--- config.mk ---
export PLATFORM = sky130hd
export DESIGN_NAME = scope_edge_trigger_hysteresis_unit
export DESIGN_NICKNAME = d
export VERILOG_FILES = /design/src/hdl/seht_pkg.sv /design/src/hdl/seht_window.sv /design/src/hdl/seht_report.sv /design/src/hdl/scope_edge_trigger_hysteresis_unit.sv
export SDC_FILE = /design/constraint.sdc
export NUM_CORES = 1
export LEC_CHECK = 0
export BUFFER_PORTS_ARGS = -buffer_cell sky130_fd_sc_hd__buf_2
export CAP_MARGIN = 20
export CORE_ASPECT_RATIO = 0.6
export CORE_MARGIN = 4
export CORE_UTILIZATION = 42
export DETAILED_ROUTE_END_ITERATION = 12
export SYNTH_ARGS = -nofsm -noshare
export SYNTH_HDL_FRONTEND = slang
export SYNTH_SLANG_ARGS = --single-unit
--- constraint.sdc ---
create_clock -name clk -period 8.35 [get_ports clk]
set_input_delay 1.67 -clock clk [delete_from_list [all_inputs] [get_ports clk]]
set_output_delay 1.67 -clock clk [all_outputs]
set_load 0.005 [all_outputs]
--- src/hdl/seht_pkg.sv ---
// ----------------------------------------------------------------------------
// seht_pkg
// Shared constants, codes and types of the scope edge trigger.
// ----------------------------------------------------------------------------
package seht_pkg;

  // Capture geometry.
  localparam int CAPTURE_DEPTH = 1024;
  localparam int WINDOW        = 8;
  localparam int SAMPLE_BITS   = 12;
  localparam int COUNT_BITS    = $clog2(CAPTURE_DEPTH);
  localparam int INDEX_BITS    = 10;

  // Register widths.
  localparam int LEVEL_BITS   = 12;
  localparam int MODE_BITS    = 2;
  localparam int HYST_BITS    = 10;
  localparam int TIMEOUT_BITS = 8;
  localparam int CFG_DATA_BITS = 12;
  localparam int CFG_INDEX_BITS = 2;

  // Width that holds level plus or minus hysteresis and any sample, with sign.
  localparam int THR_BITS =
    ((SAMPLE_BITS > LEVEL_BITS) ? SAMPLE_BITS : LEVEL_BITS) + 2;

  // Missed capture counter.
  localparam int MISS_BITS = 8;
  localparam logic [MISS_BITS-1:0] MISS_MAX = '1;

  // Register reset values.
  localparam logic [LEVEL_BITS-1:0]   LEVEL_RESET   = LEVEL_BITS'(2000);
  localparam logic [HYST_BITS-1:0]    HYST_RESET    = HYST_BITS'(50);
  localparam logic [TIMEOUT_BITS-1:0] TIMEOUT_RESET = TIMEOUT_BITS'(10);

  // Register indexes on the configuration port.
  typedef enum logic [CFG_INDEX_BITS-1:0] {
    CFG_LEVEL   = 2'd0,
    CFG_MODE    = 2'd1,
    CFG_HYST    = 2'd2,
    CFG_TIMEOUT = 2'd3
  } cfg_index_t;

  // Trigger modes; the unused code behaves as normal.
  typedef enum logic [MODE_BITS-1:0] {
    MODE_AUTO   = 2'd0,
    MODE_NORMAL = 2'd1,
    MODE_NONE   = 2'd2
  } trig_mode_t;

  // Edge status of the current capture, including the item being examined.
  typedef struct packed {
    logic                  seen;
    logic [INDEX_BITS-1:0] index;
  } edge_info_t;

endpackage

--- src/hdl/seht_window.sv ---
// ----------------------------------------------------------------------------
// seht_window
// Sample history, sample index and qualified rising edge search.
// ----------------------------------------------------------------------------
module seht_window (
  input  logic                                clk,
  input  logic                                rst,
  input  logic                                advance,
  input  logic [seht_pkg::SAMPLE_BITS-1:0]    sample,
  input  logic                                last,
  input  logic [seht_pkg::LEVEL_BITS-1:0]     level,
  input  logic [seht_pkg::HYST_BITS-1:0]      hyst,
  output seht_pkg::edge_info_t                edge_info
);

  localparam int WIN       = seht_pkg::WINDOW;
  localparam int CNT_BITS  = seht_pkg::COUNT_BITS;
  localparam int THR       = seht_pkg::THR_BITS;
  localparam int BELOW_BITS = $clog2(WIN + 1);
  localparam logic [CNT_BITS-1:0] CNT_MAX   = CNT_BITS'(seht_pkg::CAPTURE_DEPTH - 1);
  localparam logic [CNT_BITS-1:0] CNT_FIRST = CNT_BITS'(WIN + 1);
  localparam logic [CNT_BITS-1:0] CNT_LIMIT = CNT_BITS'(seht_pkg::CAPTURE_DEPTH / 2);

  logic [seht_pkg::SAMPLE_BITS-1:0] history [WIN];
  logic [CNT_BITS-1:0]              sample_count;
  logic                             edge_seen;
  logic [seht_pkg::INDEX_BITS-1:0]  edge_index;

  logic [THR-1:0]        thr_high;
  logic [THR-1:0]        thr_low;
  logic                  low_negative;
  logic [WIN-1:0]        below_flags;
  logic [WIN-1:0]        at_level_flags;
  logic [BELOW_BITS-1:0] below_num;
  logic                  in_range;
  logic                  candidate;
  logic [CNT_BITS-1:0]   back_step;
  logic [CNT_BITS-1:0]   pick_index;

  // Thresholds around the level.
  assign thr_high     = THR'(level) + THR'(hyst);
  assign thr_low      = THR'(level) - THR'(hyst);
  assign low_negative = THR'(hyst) > THR'(level);

  // Per-tap compares against the low threshold and the level.
  always_comb begin
    for (int w = 0; w < WIN; w++) begin
      below_flags[w]    = !low_negative && (THR'(history[w]) < thr_low);
      at_level_flags[w] = THR'(history[w]) <= THR'(level);
    end
  end

  assign below_num = BELOW_BITS'($countones(below_flags));
  assign in_range  = (sample_count >= CNT_FIRST) && (sample_count < CNT_LIMIT);
  assign candidate = !edge_seen && in_range && (THR'(sample) > thr_high) &&
                     (below_num >= BELOW_BITS'(WIN / 2));

  // Nearest earlier sample at or below the level; tap 0 is the newest.
  always_comb begin
    back_step = '0;
    for (int w = WIN - 1; w >= 0; w--) begin
      if (at_level_flags[w]) begin
        back_step = CNT_BITS'(w + 1);
      end
    end
  end

  assign pick_index = (back_step == '0) ? '0 : (sample_count - back_step);

  // Edge status after this item, seen by the report stage.
  always_comb begin
    edge_info.seen  = edge_seen || candidate;
    edge_info.index = candidate ? seht_pkg::INDEX_BITS'(pick_index) : edge_index;
  end

  // Capture state: shift and count on ordinary items, clear after the last one.
  always_ff @(posedge clk) begin
    if (rst) begin
      sample_count <= '0;
      edge_seen    <= 1'b0;
      edge_index   <= '0;
      for (int w = 0; w < WIN; w++) begin
        history[w] <= '0;
      end
    end else if (advance) begin
      if (last) begin
        sample_count <= '0;
        edge_seen    <= 1'b0;
        edge_index   <= '0;
        for (int w = 0; w < WIN; w++) begin
          history[w] <= '0;
        end
      end else begin
        edge_seen  <= edge_info.seen;
        edge_index <= edge_info.index;
        history[0] <= sample;
        for (int w = 1; w < WIN; w++) begin
          history[w] <= history[w-1];
        end
        if (sample_count < CNT_MAX) begin
          sample_count <= sample_count + 1'b1;
        end
      end
    end
  end

endmodule

--- src/hdl/seht_report.sv ---
// ----------------------------------------------------------------------------
// seht_report
// End of capture decision, missed capture counter and result register.
// ----------------------------------------------------------------------------
module seht_report (
  input  logic                                 clk,
  input  logic                                 rst,
  input  logic                                 report,
  input  seht_pkg::edge_info_t                 edge_info,
  input  logic [seht_pkg::MODE_BITS-1:0]       mode,
  input  logic [seht_pkg::TIMEOUT_BITS-1:0]    timeout,
  input  logic                                 out_ready,
  output logic                                 out_valid,
  output logic                                 found,
  output logic [seht_pkg::INDEX_BITS-1:0]      trigger_index,
  output logic                                 draw
);

  logic [seht_pkg::MISS_BITS-1:0] missed_count;
  logic [seht_pkg::MISS_BITS-1:0] missed_count_next;
  logic                           found_next;
  logic [seht_pkg::INDEX_BITS-1:0] index_next;
  logic                           draw_next;

  // Decision for the capture that ends with this item.
  always_comb begin
    missed_count_next = missed_count;
    found_next        = 1'b0;
    index_next        = '0;
    draw_next         = 1'b0;
    case (seht_pkg::trig_mode_t'(mode))
      seht_pkg::MODE_NONE: begin
        found_next = 1'b1;
        draw_next  = 1'b1;
      end
      default: begin
        if (edge_info.seen) begin
          missed_count_next = '0;
          found_next        = 1'b1;
          index_next        = edge_info.index;
          draw_next         = 1'b1;
        end else begin
          if (missed_count != seht_pkg::MISS_MAX) begin
            missed_count_next = missed_count + 1'b1;
          end
          draw_next = (seht_pkg::trig_mode_t'(mode) == seht_pkg::MODE_AUTO) &&
                      (missed_count_next > seht_pkg::MISS_BITS'(timeout));
        end
      end
    endcase
  end

  // Missed capture counter.
  always_ff @(posedge clk) begin
    if (rst) begin
      missed_count <= '0;
    end else if (report) begin
      missed_count <= missed_count_next;
    end
  end

  // Result register valid flag.
  always_ff @(posedge clk) begin
    if (rst) begin
      out_valid <= 1'b0;
    end else if (report) begin
      out_valid <= 1'b1;
    end else if (out_ready) begin
      out_valid <= 1'b0;
    end
  end

  // Result register payload.
  always_ff @(posedge clk) begin
    if (report) begin
      found         <= found_next;
      trigger_index <= index_next;
      draw          <= draw_next;
    end
  end

endmodule

--- src/hdl/scope_edge_trigger_hysteresis_unit.sv ---
// ----------------------------------------------------------------------------
// scope_edge_trigger_hysteresis_unit
// Rising edge trigger with hysteresis over a stream of ADC capture samples.
// ----------------------------------------------------------------------------
// Usage:
//   Samples of one capture arrive in order on the in channel (sample, last)
//   with valid/ready. The item carrying last=1 closes the capture and is
//   itself examined. Only that item produces a result on the out channel
//   (found, trigger_index, draw); other items produce none.
//   The block takes one item per clock while in_ready is high. An accepted
//   item sits in the input register; the result of a closing item is then
//   loaded into the output register, which raises out_valid. The single
//   compare and priority pick stage lies between the input and output
//   registers.
//   If the receiver stalls while a result is pending, ordinary samples keep
//   flowing; only a closing item waits in the input register, which then
//   holds in_ready low until the output register is free.
//   Reset clears the sample history, the sample index, the edge status and
//   the missed capture count, and loads the registers with level 2000,
//   auto mode, hysteresis 50 and timeout 10. The user must write them via
//   cfg_write/cfg_index/cfg_data only while the block is idle; not enforced.
// ----------------------------------------------------------------------------
module scope_edge_trigger_hysteresis_unit (
  input  logic                                  clk,
  input  logic                                  rst,
  input  logic                                  cfg_write,
  input  logic [seht_pkg::CFG_INDEX_BITS-1:0]   cfg_index,
  input  logic [seht_pkg::CFG_DATA_BITS-1:0]    cfg_data,
  input  logic                                  in_valid,
  output logic                                  in_ready,
  input  logic [seht_pkg::SAMPLE_BITS-1:0]      sample,
  input  logic                                  last,
  output logic                                  out_valid,
  input  logic                                  out_ready,
  output logic                                  found,
  output logic [seht_pkg::INDEX_BITS-1:0]       trigger_index,
  output logic                                  draw
);

  logic [seht_pkg::LEVEL_BITS-1:0]   trigger_level;
  logic [seht_pkg::MODE_BITS-1:0]    trigger_mode;
  logic [seht_pkg::HYST_BITS-1:0]    hysteresis;
  logic [seht_pkg::TIMEOUT_BITS-1:0] auto_timeout;

  logic                              stage_valid;
  logic [seht_pkg::SAMPLE_BITS-1:0]  stage_sample;
  logic                              stage_last;
  logic                              stage_go;
  logic                              out_free;
  seht_pkg::edge_info_t              edge_info;

  // Configuration registers.
  always_ff @(posedge clk) begin
    if (rst) begin
      trigger_level <= seht_pkg::LEVEL_RESET;
      trigger_mode  <= seht_pkg::MODE_AUTO;
      hysteresis    <= seht_pkg::HYST_RESET;
      auto_timeout  <= seht_pkg::TIMEOUT_RESET;
    end else if (cfg_write) begin
      unique case (seht_pkg::cfg_index_t'(cfg_index))
        seht_pkg::CFG_LEVEL:   trigger_level <= cfg_data[seht_pkg::LEVEL_BITS-1:0];
        seht_pkg::CFG_MODE:    trigger_mode  <= cfg_data[seht_pkg::MODE_BITS-1:0];
        seht_pkg::CFG_HYST:    hysteresis    <= cfg_data[seht_pkg::HYST_BITS-1:0];
        seht_pkg::CFG_TIMEOUT: auto_timeout  <= cfg_data[seht_pkg::TIMEOUT_BITS-1:0];
        default: ;
      endcase
    end
  end

  // Flow control: only a closing item needs room in the output register.
  assign out_free = !out_valid || out_ready;
  assign stage_go = stage_valid && (!stage_last || out_free);
  assign in_ready = !stage_valid || stage_go;

  // Input register.
  always_ff @(posedge clk) begin
    if (rst) begin
      stage_valid <= 1'b0;
    end else if (in_ready) begin
      stage_valid <= in_valid;
    end
  end

  always_ff @(posedge clk) begin
    if (in_ready && in_valid) begin
      stage_sample <= sample;
      stage_last   <= last;
    end
  end

  // Edge search over the sample window.
  seht_window u_window (
    .clk       (clk),
    .rst       (rst),
    .advance   (stage_go),
    .sample    (stage_sample),
    .last      (stage_last),
    .level     (trigger_level),
    .hyst      (hysteresis),
    .edge_info (edge_info)
  );

  // End of capture decision and result register.
  seht_report u_report (
    .clk           (clk),
    .rst           (rst),
    .report        (stage_go && stage_last),
    .edge_info     (edge_info),
    .mode          (trigger_mode),
    .timeout       (auto_timeout),
    .out_ready     (out_ready),
    .out_valid     (out_valid),
    .found         (found),
    .trigger_index (trigger_index),
    .draw          (draw)
  );

endmodule

# After elaboration in Yosys (flattened, before gate mapping)
# Memories as Yosys holds them, arrays and structs flattened.
# Cells that the tools add are included.
[word_totals]
register_bits = 88
ram_bits = 96
input_bits = 32
elab_cells = 159
n_memories = 1
[op_classes]
add_sub_neg = 12
n_lt_le_gt_ge = 23
n_eq_ne = 5
n_mux = 47
bitwise_logic = 18
n_reduce_logical = 38
[mem_list]
columns = ["memory", "words", "width", "read_ports", "rd_clocked_by_memory_dff", "write_ports", "line_no", "text"]
rows = [
  ["u_window.history", 8, 12, 8, 0, 8, "seht_window.sv:24", "logic [seht_pkg::SAMPLE_BITS-1:0] history [WIN];"],
]
[op_table]
columns = ["operator", "n"]
rows = [
  ["$mux 12", 16],
  ["$lt 12x14->1", 8],
  ["$le 12x12->1", 8],
  ["$mux 10", 5],
  ["$mux 4", 8],
  ["$mux 8", 4],
  ["$lt 10x10->1 const B", 2],
  ["$logic_and 1x1->1", 16],
  ["$or 1x1->1", 16],
  ["$gt 12x14->1", 1],
  ["$mux 1", 14],
  ["$add 12x10->13", 1],
  ["$sub 12x10->13", 1],
  ["$add 4x4->4", 3],
  ["$gt 10x12->1", 1],
  ["$reduce_and 2->1", 6],
  ["$add 10x1->10 const B", 1],
  ["$ge 10x4->1 const B", 1],
  ["$logic_not 10->1", 1],
  ["$sub 10x4->10", 1],
  ["$add 1x1->2", 4],
  ["$add 8x1->8 const B", 1],
  ["$gt 8x8->1", 1],
  ["$ne 8x8->1 const B", 1],
  ["other kinds (9)", 22],
]

# Depth between registers and ports, before layout
# An unclocked memory read counts as a cell.
[depth]
word_depth = 14
mapped_depth = 27
depth_no_buf = 26

# Modules after synthesis
# A second synthesis with hierarchy kept.
[hier_totals]
hier_cells = 1312
area_unflattened_um2 = 13260.2
[by_module_without_submodules]
columns = ["mod", "instances", "cells_per_inst", "area_each_um2", "seq_area_each_um2"]
rows = [
  ["seht_window", 1, 1025, 10193.5, 3183.1],
  ["scope_edge_trigger_hysteresis_unit", 1, 155, 1801.7, 1051.0],
  ["seht_report", 1, 132, 1265.0, 540.5],
]

# Worst setup path after synthesis
# OpenSTA, ideal clock, no wires.
[synth_path]
kind = "register to register"
start = "reg trigger_level[0] in the netlist's numbering"
end = "reg u_report.trigger_index[7] in the netlist's numbering, data pin"
setup_time_ps = 169
t_arrival_ps = 6203
required_time_ps = 8181
setup_slack_ps = 1978
path_stages_with_launch = 27
path_cell_list = "dfxtp_1 -> inv_1 -> ha_1 -> fa_1 -> nor2b_1 -> o2111ai_1 -> nand4_1 -> a31o_1 -> a21oi_1 -> xnor2_1 -> ha_1 -> and3_1 -> a22oi_1 -> nand4_1 -> o311ai_1 -> ha_1 -> fa_1 -> inv_1 -> fa_1 -> or3b_2 -> fa_1 -> a2111oi_2 -> o211a_1 -> o311a_4 -> buf_6 -> nand2_1 -> o31ai_1"
[synth_via]
elab_chain_cells = 12
word_cells_on_any_way = 54
cone_classes = "10 x add/sub; 19 x order compare; 10 x mux; 1 x bitwise; 14 x reduce/logical"
[synth_lines]
columns = ["element", "line_no", "text"]
rows = [
  ["start: declaration", "scope_edge_trigger_hysteresis_unit.sv:40", "logic [seht_pkg::LEVEL_BITS-1:0] trigger_level;"],
  ["start signal: assignment", "scope_edge_trigger_hysteresis_unit.sv:55", "trigger_level <= seht_pkg::LEVEL_RESET;"],
  ["start signal: assignment", "scope_edge_trigger_hysteresis_unit.sv:61", "seht_pkg::CFG_LEVEL: trigger_level <= cfg_data[seht_pkg::LEVEL_BITS-1:0];"],
  ["branches (longest 12 deep; another with $lt 12x14->1)", "-", ""],
  ["end signal: assignment", "seht_report.sv:77", "trigger_index <= index_next;"],
  ["end: declaration", "seht_report.sv:15", "output logic [seht_pkg::INDEX_BITS-1:0] trigger_index,"],
]
# Several ways; the timed one is not identified.
# A chain may end at the register's enable or synchronous reset.

# Final worst setup path
# Same ends and word-level chain as after synthesis.

==> report_table.html <==
<table>
<tr><th>Metric</th><th>Value</th></tr>
<tr><th colspan="2">Global route</th></tr>
<tr><td>Antenna violations before repair</td><td>1</td></tr>
<tr><td>Global Route Usage Sum</td><td>0.204</td></tr>
<tr><td>Number of global-route vias before repair</td><td>roughly 9200</td></tr>
<tr><td>Wire length of the first global-routing pass</td><td>53.8 mm</td></tr>
<tr><td>Largest net degree at the start of global routing</td><td>85</td></tr>
<tr><td>GRT Residual Overflow</td><td>0</td></tr>
<tr><th colspan="2">Pwr</th></tr>
<tr><td>Worst vdd rail ir drop</td><td>0.000149 V</td></tr>
<tr><td>Sequential power share</td><td>0.454</td></tr>
<tr><td>Sw Pwr</td><td>roughly 0.0007 W</td></tr>
<tr><td>Internal power</td><td>roughly 0.0016 W</td></tr>
<tr><td>Total power divided by cell area</td><td>161 mW/mm^2</td></tr>
<tr><td>Leak Pwr</td><td>approximately 6.0 nW</td></tr>
<tr><td>Clock share of power</td><td>0.327</td></tr>
<tr><td>Gate power share</td><td>0.219</td></tr>
<tr><td>Sw frac</td><td>0.299</td></tr>
<tr><th colspan="2">Setup path</th></tr>
<tr><td>Type of element capturing the critical path</td><td>flop</td></tr>
<tr><td>Register-to-register path setup slack</td><td>roughly 950 ps</td></tr>
<tr><td>Reg-to-Reg End</td><td>u_report.trigger_index[7]</td></tr>
<tr><td>FF-to-FF path depth</td><td>26</td></tr>
<tr><td>CP Max Fanout</td><td>16</td></tr>
<tr><td>Worst setup path class</td><td>flop to flop</td></tr>
<tr><td>Element type at the critical path start</td><td>flop</td></tr>
<tr><td>Reg2reg start</td><td>trigger_level[0]</td></tr>
<tr><td>Data required time at the worst endpoint</td><td>about 8600 ps</td></tr>
<tr><td>Data arrival at the endpoint of the critical path</td><td>between 7000 and 8000 ps</td></tr>
<tr><th colspan="2">Timing</th></tr>
<tr><td>Slew at the pin closest to its max-slew limit</td><td>1140 ps</td></tr>
<tr><td>Share of the clock period used by the worst path</td><td>0.886</td></tr>
<tr><td># setup viols final</td><td>0</td></tr>
<tr><td>Count of final max-slew check failures</td><td>0</td></tr>
<tr><td>Worst max-slew margin expressed relative to the limit</td><td>0.240</td></tr>
<tr><td>Worst clock skew</td><td>about 9.6 ps</td></tr>
<tr><td>Peak clock frequency supported by timing</td><td>135 MHz</td></tr>
<tr><td>Clock period minus worst slack</td><td>~7400 ps</td></tr>
<tr><td>Final-report hold violation count</td><td>0</td></tr>
<tr><td>Setup repair after global routing missed its margin</td><td>false</td></tr>
<tr><td>Final hold slack</td><td>~460 ps</td></tr>
<tr><td>Post-Route Setup TNS</td><td>0 ps</td></tr>
<tr><th colspan="2">Floorplan</th></tr>
<tr><td>Number of placed I/O pins</td><td>46</td></tr>
<tr><td>Die extent in y</td><td>roughly 140 um</td></tr>
<tr><td>Standard cell core area</td><td>about 0.03 sq mm</td></tr>
<tr><td>Initial cell density of the core</td><td>0.430</td></tr>
<tr><td>Horiz. Die Dim</td><td>roughly 240 um</td></tr>
<tr><td>Total die area</td><td>about 0.034 sq mm</td></tr>
<tr><td>Row count</td><td>slightly below 50</td></tr>
<tr><th colspan="2">Logic synthesis</th></tr>
<tr><td>Dominant synthesized flop cell</td><td>edfxtp_1</td></tr>
<tr><td>Number of synthesis warnings</td><td>0</td></tr>
<tr><td>EDFF count, synth</td><td>~110</td></tr>
<tr><td>Distinct cell type count after synthesis</td><td>72</td></tr>
<tr><td>Post-synthesis async set-or-reset flop share</td><td>0</td></tr>
<tr><td>Number of storage elements in the synthesis netlist</td><td>around 180</td></tr>
<tr><td>Syn_area_per_cell</td><td>around 9.8 sq um</td></tr>
<tr><td>Synth Net Count</td><td>~1600</td></tr>
<tr><td>Combined area of all synthesized cells</td><td>~0.013 sq mm</td></tr>
<tr><td>Cell count after synthesis</td><td>1328</td></tr>
<tr><td>Part of the Yosys area used for sequential elements</td><td>0.367</td></tr>
<tr><th colspan="2">Finish</th></tr>
<tr><td>Layout overhead on the synthesized area</td><td>8.77%</td></tr>
<tr><td>Final Non-Filler Cells</td><td>~1800</td></tr>
<tr><td>Filler Cell Count</td><td>between 2000 and 3000</td></tr>
<tr><td>Most common library cell in the layout ignoring fill and taps</td><td>ha_1</td></tr>
<tr><td>Ratio of cells with drive above 1 in the final layout</td><td>0.0721</td></tr>
<tr><td>Area used by multi-input combinational logic</td><td>0.00781 sq mm</td></tr>
<tr><td>Most frequent cells in the layout</td><td>ha_1, nor2_1, edfxtp_1</td></tr>
<tr><td>Final net count</td><td>between 1500 and 2000</td></tr>
<tr><td>Area of all sequential standard cells</td><td>approximately 0.0048 sq mm</td></tr>
<tr><th colspan="2">Placement</th></tr>
<tr><td>Final GP Congestion</td><td>between 0.8 and 0.9</td></tr>
<tr><td>HPWL reported at the end of detailed placement</td><td>about 27 mm</td></tr>
<tr><td>Placed Cells incl. Taps</td><td>roughly 1800</td></tr>
<tr><td>Number of buffers added on ports</td><td>45</td></tr>
<tr><th colspan="2">Detailed routing</th></tr>
<tr><td>First drt pass iteration count</td><td>6</td></tr>
<tr><td>Wirelength, routed</td><td>approximately 34 mm</td></tr>
<tr><td>Number of DRC violations after detailed-routing iteration 0</td><td>between 900 and 1000</td></tr>
<tr><td>Via count</td><td>10109</td></tr>
<tr><td>ANT nets after route</td><td>0</td></tr>
<tr><td>Number of vias per cell after detailed routing</td><td>approximately 5.7</td></tr>
<tr><td>Wirelength per Cell</td><td>slightly below 20 um</td></tr>
<tr><td>Remaining routing DRC violations</td><td>0</td></tr>
<tr><th colspan="2">Clock tree</th></tr>
<tr><td>Count of instances resized after the clock tree is built</td><td>0</td></tr>
<tr><td>Clock tree from TritonCTS</td><td>built</td></tr>
<tr><td>Clock latency on the worst-skew pair</td><td>approximately 450 ps</td></tr>
<tr><td>Number of sinks handled by clock tree synthesis</td><td>about 180</td></tr>
<tr><td>Clk root buf</td><td>clkbuf_16</td></tr>
<tr><td>Number of hold-repair buffers added at the cts stage</td><td>0</td></tr>
<tr><td>Clock tree buffer depth</td><td>2</td></tr>
<tr><td>Worst-path clk slew</td><td>about 60 ps</td></tr>
<tr><td>Post-CTS setup buffers</td><td>0</td></tr>
<tr><td>Deepest level of the CTS H-tree</td><td>4</td></tr>
<tr><td>Clock buffers created by TritonCTS</td><td>17</td></tr>
<tr><th colspan="2">Run</th></tr>
<tr><td>Number of maximum-capacitance violations</td><td>0</td></tr>
<tr><th colspan="2">Min path</th></tr>
<tr><td>Hold Path Cell Cnt</td><td>2</td></tr>
<tr><td>Worst hold path type</td><td>flop to flop</td></tr>
<tr><td>Launch instance of the worst min-delay path</td><td>auto_timeout[5]</td></tr>
<tr><td>Terminating pin of the worst hold path</td><td>auto_timeout[5]</td></tr>
<tr><th colspan="2">Status</th></tr>
<tr><td>Run status</td><td>completed</td></tr>
</table>
[cell type report]
cell class | count | share of cell area
multi-input combinational | 1039 | 0.552
tap | 408 | 0.0361
antenna | 1 | 0.000177
inverter | 65 | 0.0173
clock inverter | 4 | 0.00150
sequential | 184 | 0.338
clock buffer | 27 | 0.0347
timing repair buffer | 54 | 0.0207
[worst max path at each step]
stage | startpoint | endpoint | slack, ps
after global placement | trigger_level[0] | u_report.trigger_index[6] | 1110
final | trigger_level[0] | u_report.trigger_index[7] | 950
after global routing | trigger_level[0] | u_report.trigger_index[7] | 430
after floorplan | trigger_level[0] | u_report.trigger_index[7] | 1980
after detailed placement | trigger_level[0] | u_report.trigger_index[7] | 1030
after CTS | trigger_level[0] | u_report.trigger_index[7] | 960
[cell usage after synthesis (3+ instances only)]
cell type / number / share of area
inv_1: 61 / 0.018
nand2b_1: 16 / 0.0077
mux2i_1: 4 / 0.0031
nand4_1: 40 / 0.019
or3_1: 10 / 0.0048
o22ai_1: 8 / 0.0038
o21ai_0: 14 / 0.0054
nor3b_1: 3 / 0.0017
o21a_1: 14 / 0.0081
xnor2_1: 27 / 0.018
xor2_1: 10 / 0.0067
nor3_1: 16 / 0.0062
edfxtp_1: 109 / 0.25
a211o_1: 12 / 0.0081
o2bb2ai_1: 8 / 0.0054
buf_2: 3 / 0.0012
dfxtp_1: 75 / 0.12
o211ai_1: 26 / 0.015
clkbuf_1: 29 / 0.0084
a211oi_1: 14 / 0.0081
nor4_1: 3 / 0.0014
nand3b_1: 8 / 0.0046
o311ai_1: 9 / 0.0061
a21boi_0: 7 / 0.0040
nor2b_1: 20 / 0.0096
a2111oi_0: 9 / 0.0061
nor2_1: 114 / 0.033
a22oi_1: 20 / 0.012
o31a_1: 3 / 0.0020
nand3_1: 23 / 0.0089
fa_1: 7 / 0.011
o21ai_1: 15 / 0.0058
a21oi_1: 98 / 0.038
and3_1: 15 / 0.0072
a21o_1: 13 / 0.0075
ha_1: 228 / 0.22
buf_6: 5 / 0.0043
inv_2: 3 / 0.00087
and2_1: 80 / 0.038
a31oi_1: 10 / 0.0048
nand2_1: 101 / 0.029
[through the flow]
step	power (W)	utilization	setup slack, ps	area [sq um]
detailed placement	0.00154	0.451	1030	13600
finish	0.00228	0.468	950	14100
global placement	0.00154	0.451	1110	13600
CTS	0.00229	0.468	965	14100
global route	0.00241	0.468	431	14100
floorplan	0.00139	-	1980	13000
[power groups by stage]
stage	registers (W)	logic, W	clock network, W
6_report	0.00104	0.000499	0.000747
3_5_place_dp	0.00106	0.000488	0
3_3_place_gp	0.00106	0.000480	0
2_1_floorplan	0.00104	0.000355	0
5_1_grt	0.00104	0.000568	0.000802
4_1_cts	0.00104	0.000493	0.000765
[logic make-up (layout without fill, tap and decap cells)]
kind of cell | count (synthesis) | in the layout | share of synthesized area
flip-flops | 184 | 184 | 0.367
other | 0 | 1 | 0
multiplexers | 5 | 5 | 0.00395
AND/OR/NAND/NOR | 462 | 462 | 0.182
AO/OA/AOI/OAI | 300 | 300 | 0.158
XOR/XNOR | 37 | 37 | 0.0249
adder cells (fa/ha/maj) | 235 | 235 | 0.230
buffers and inverters | 105 | 150 | 0.0338
[critical path: stages (launching register included)]
cell and delay (ps):
dfxtp_1 570, inv_1 110, ha_1 240, fa_1 410, nor2b_1 200, o2111ai_1 190, nand4_1 220, a31o_1 200
a21oi_1 80, xnor2_1 640, ha_1 270, nand2_1 60, a211oi_1 190, o22ai_1 130, nand4_1 120, o311ai_1 110
ha_1 250, fa_1 530, inv_1 50, fa_1 440, or3b_2 470, fa_1 490, a2111oi_2 310, o211a_1 210
o311a_4 360, nand2_1 110, o31ai_1 240
[routing by layer]
layer  vias up  routed length, um  GRT usage
met5         -                  0          0
met1      4794              19000      0.339
li1       4983                  -          -
met2       314              12300      0.254
met4         0                285     0.0326
met3        18               2750     0.0577
[registers in the layout, indices dropped and copies added (netlist names), 2 cells and up]
signal                  cells
u_window.edge_index        10
u_window.sample_count      10
auto_timeout                8
trigger_mode                2
u_report.trigger_index     10
hysteresis                 10
stage_sample               12
trigger_level              12
u_report.missed_count       8
u_window.history           96
No activity file was read; power rests on OpenSTA's default activity.
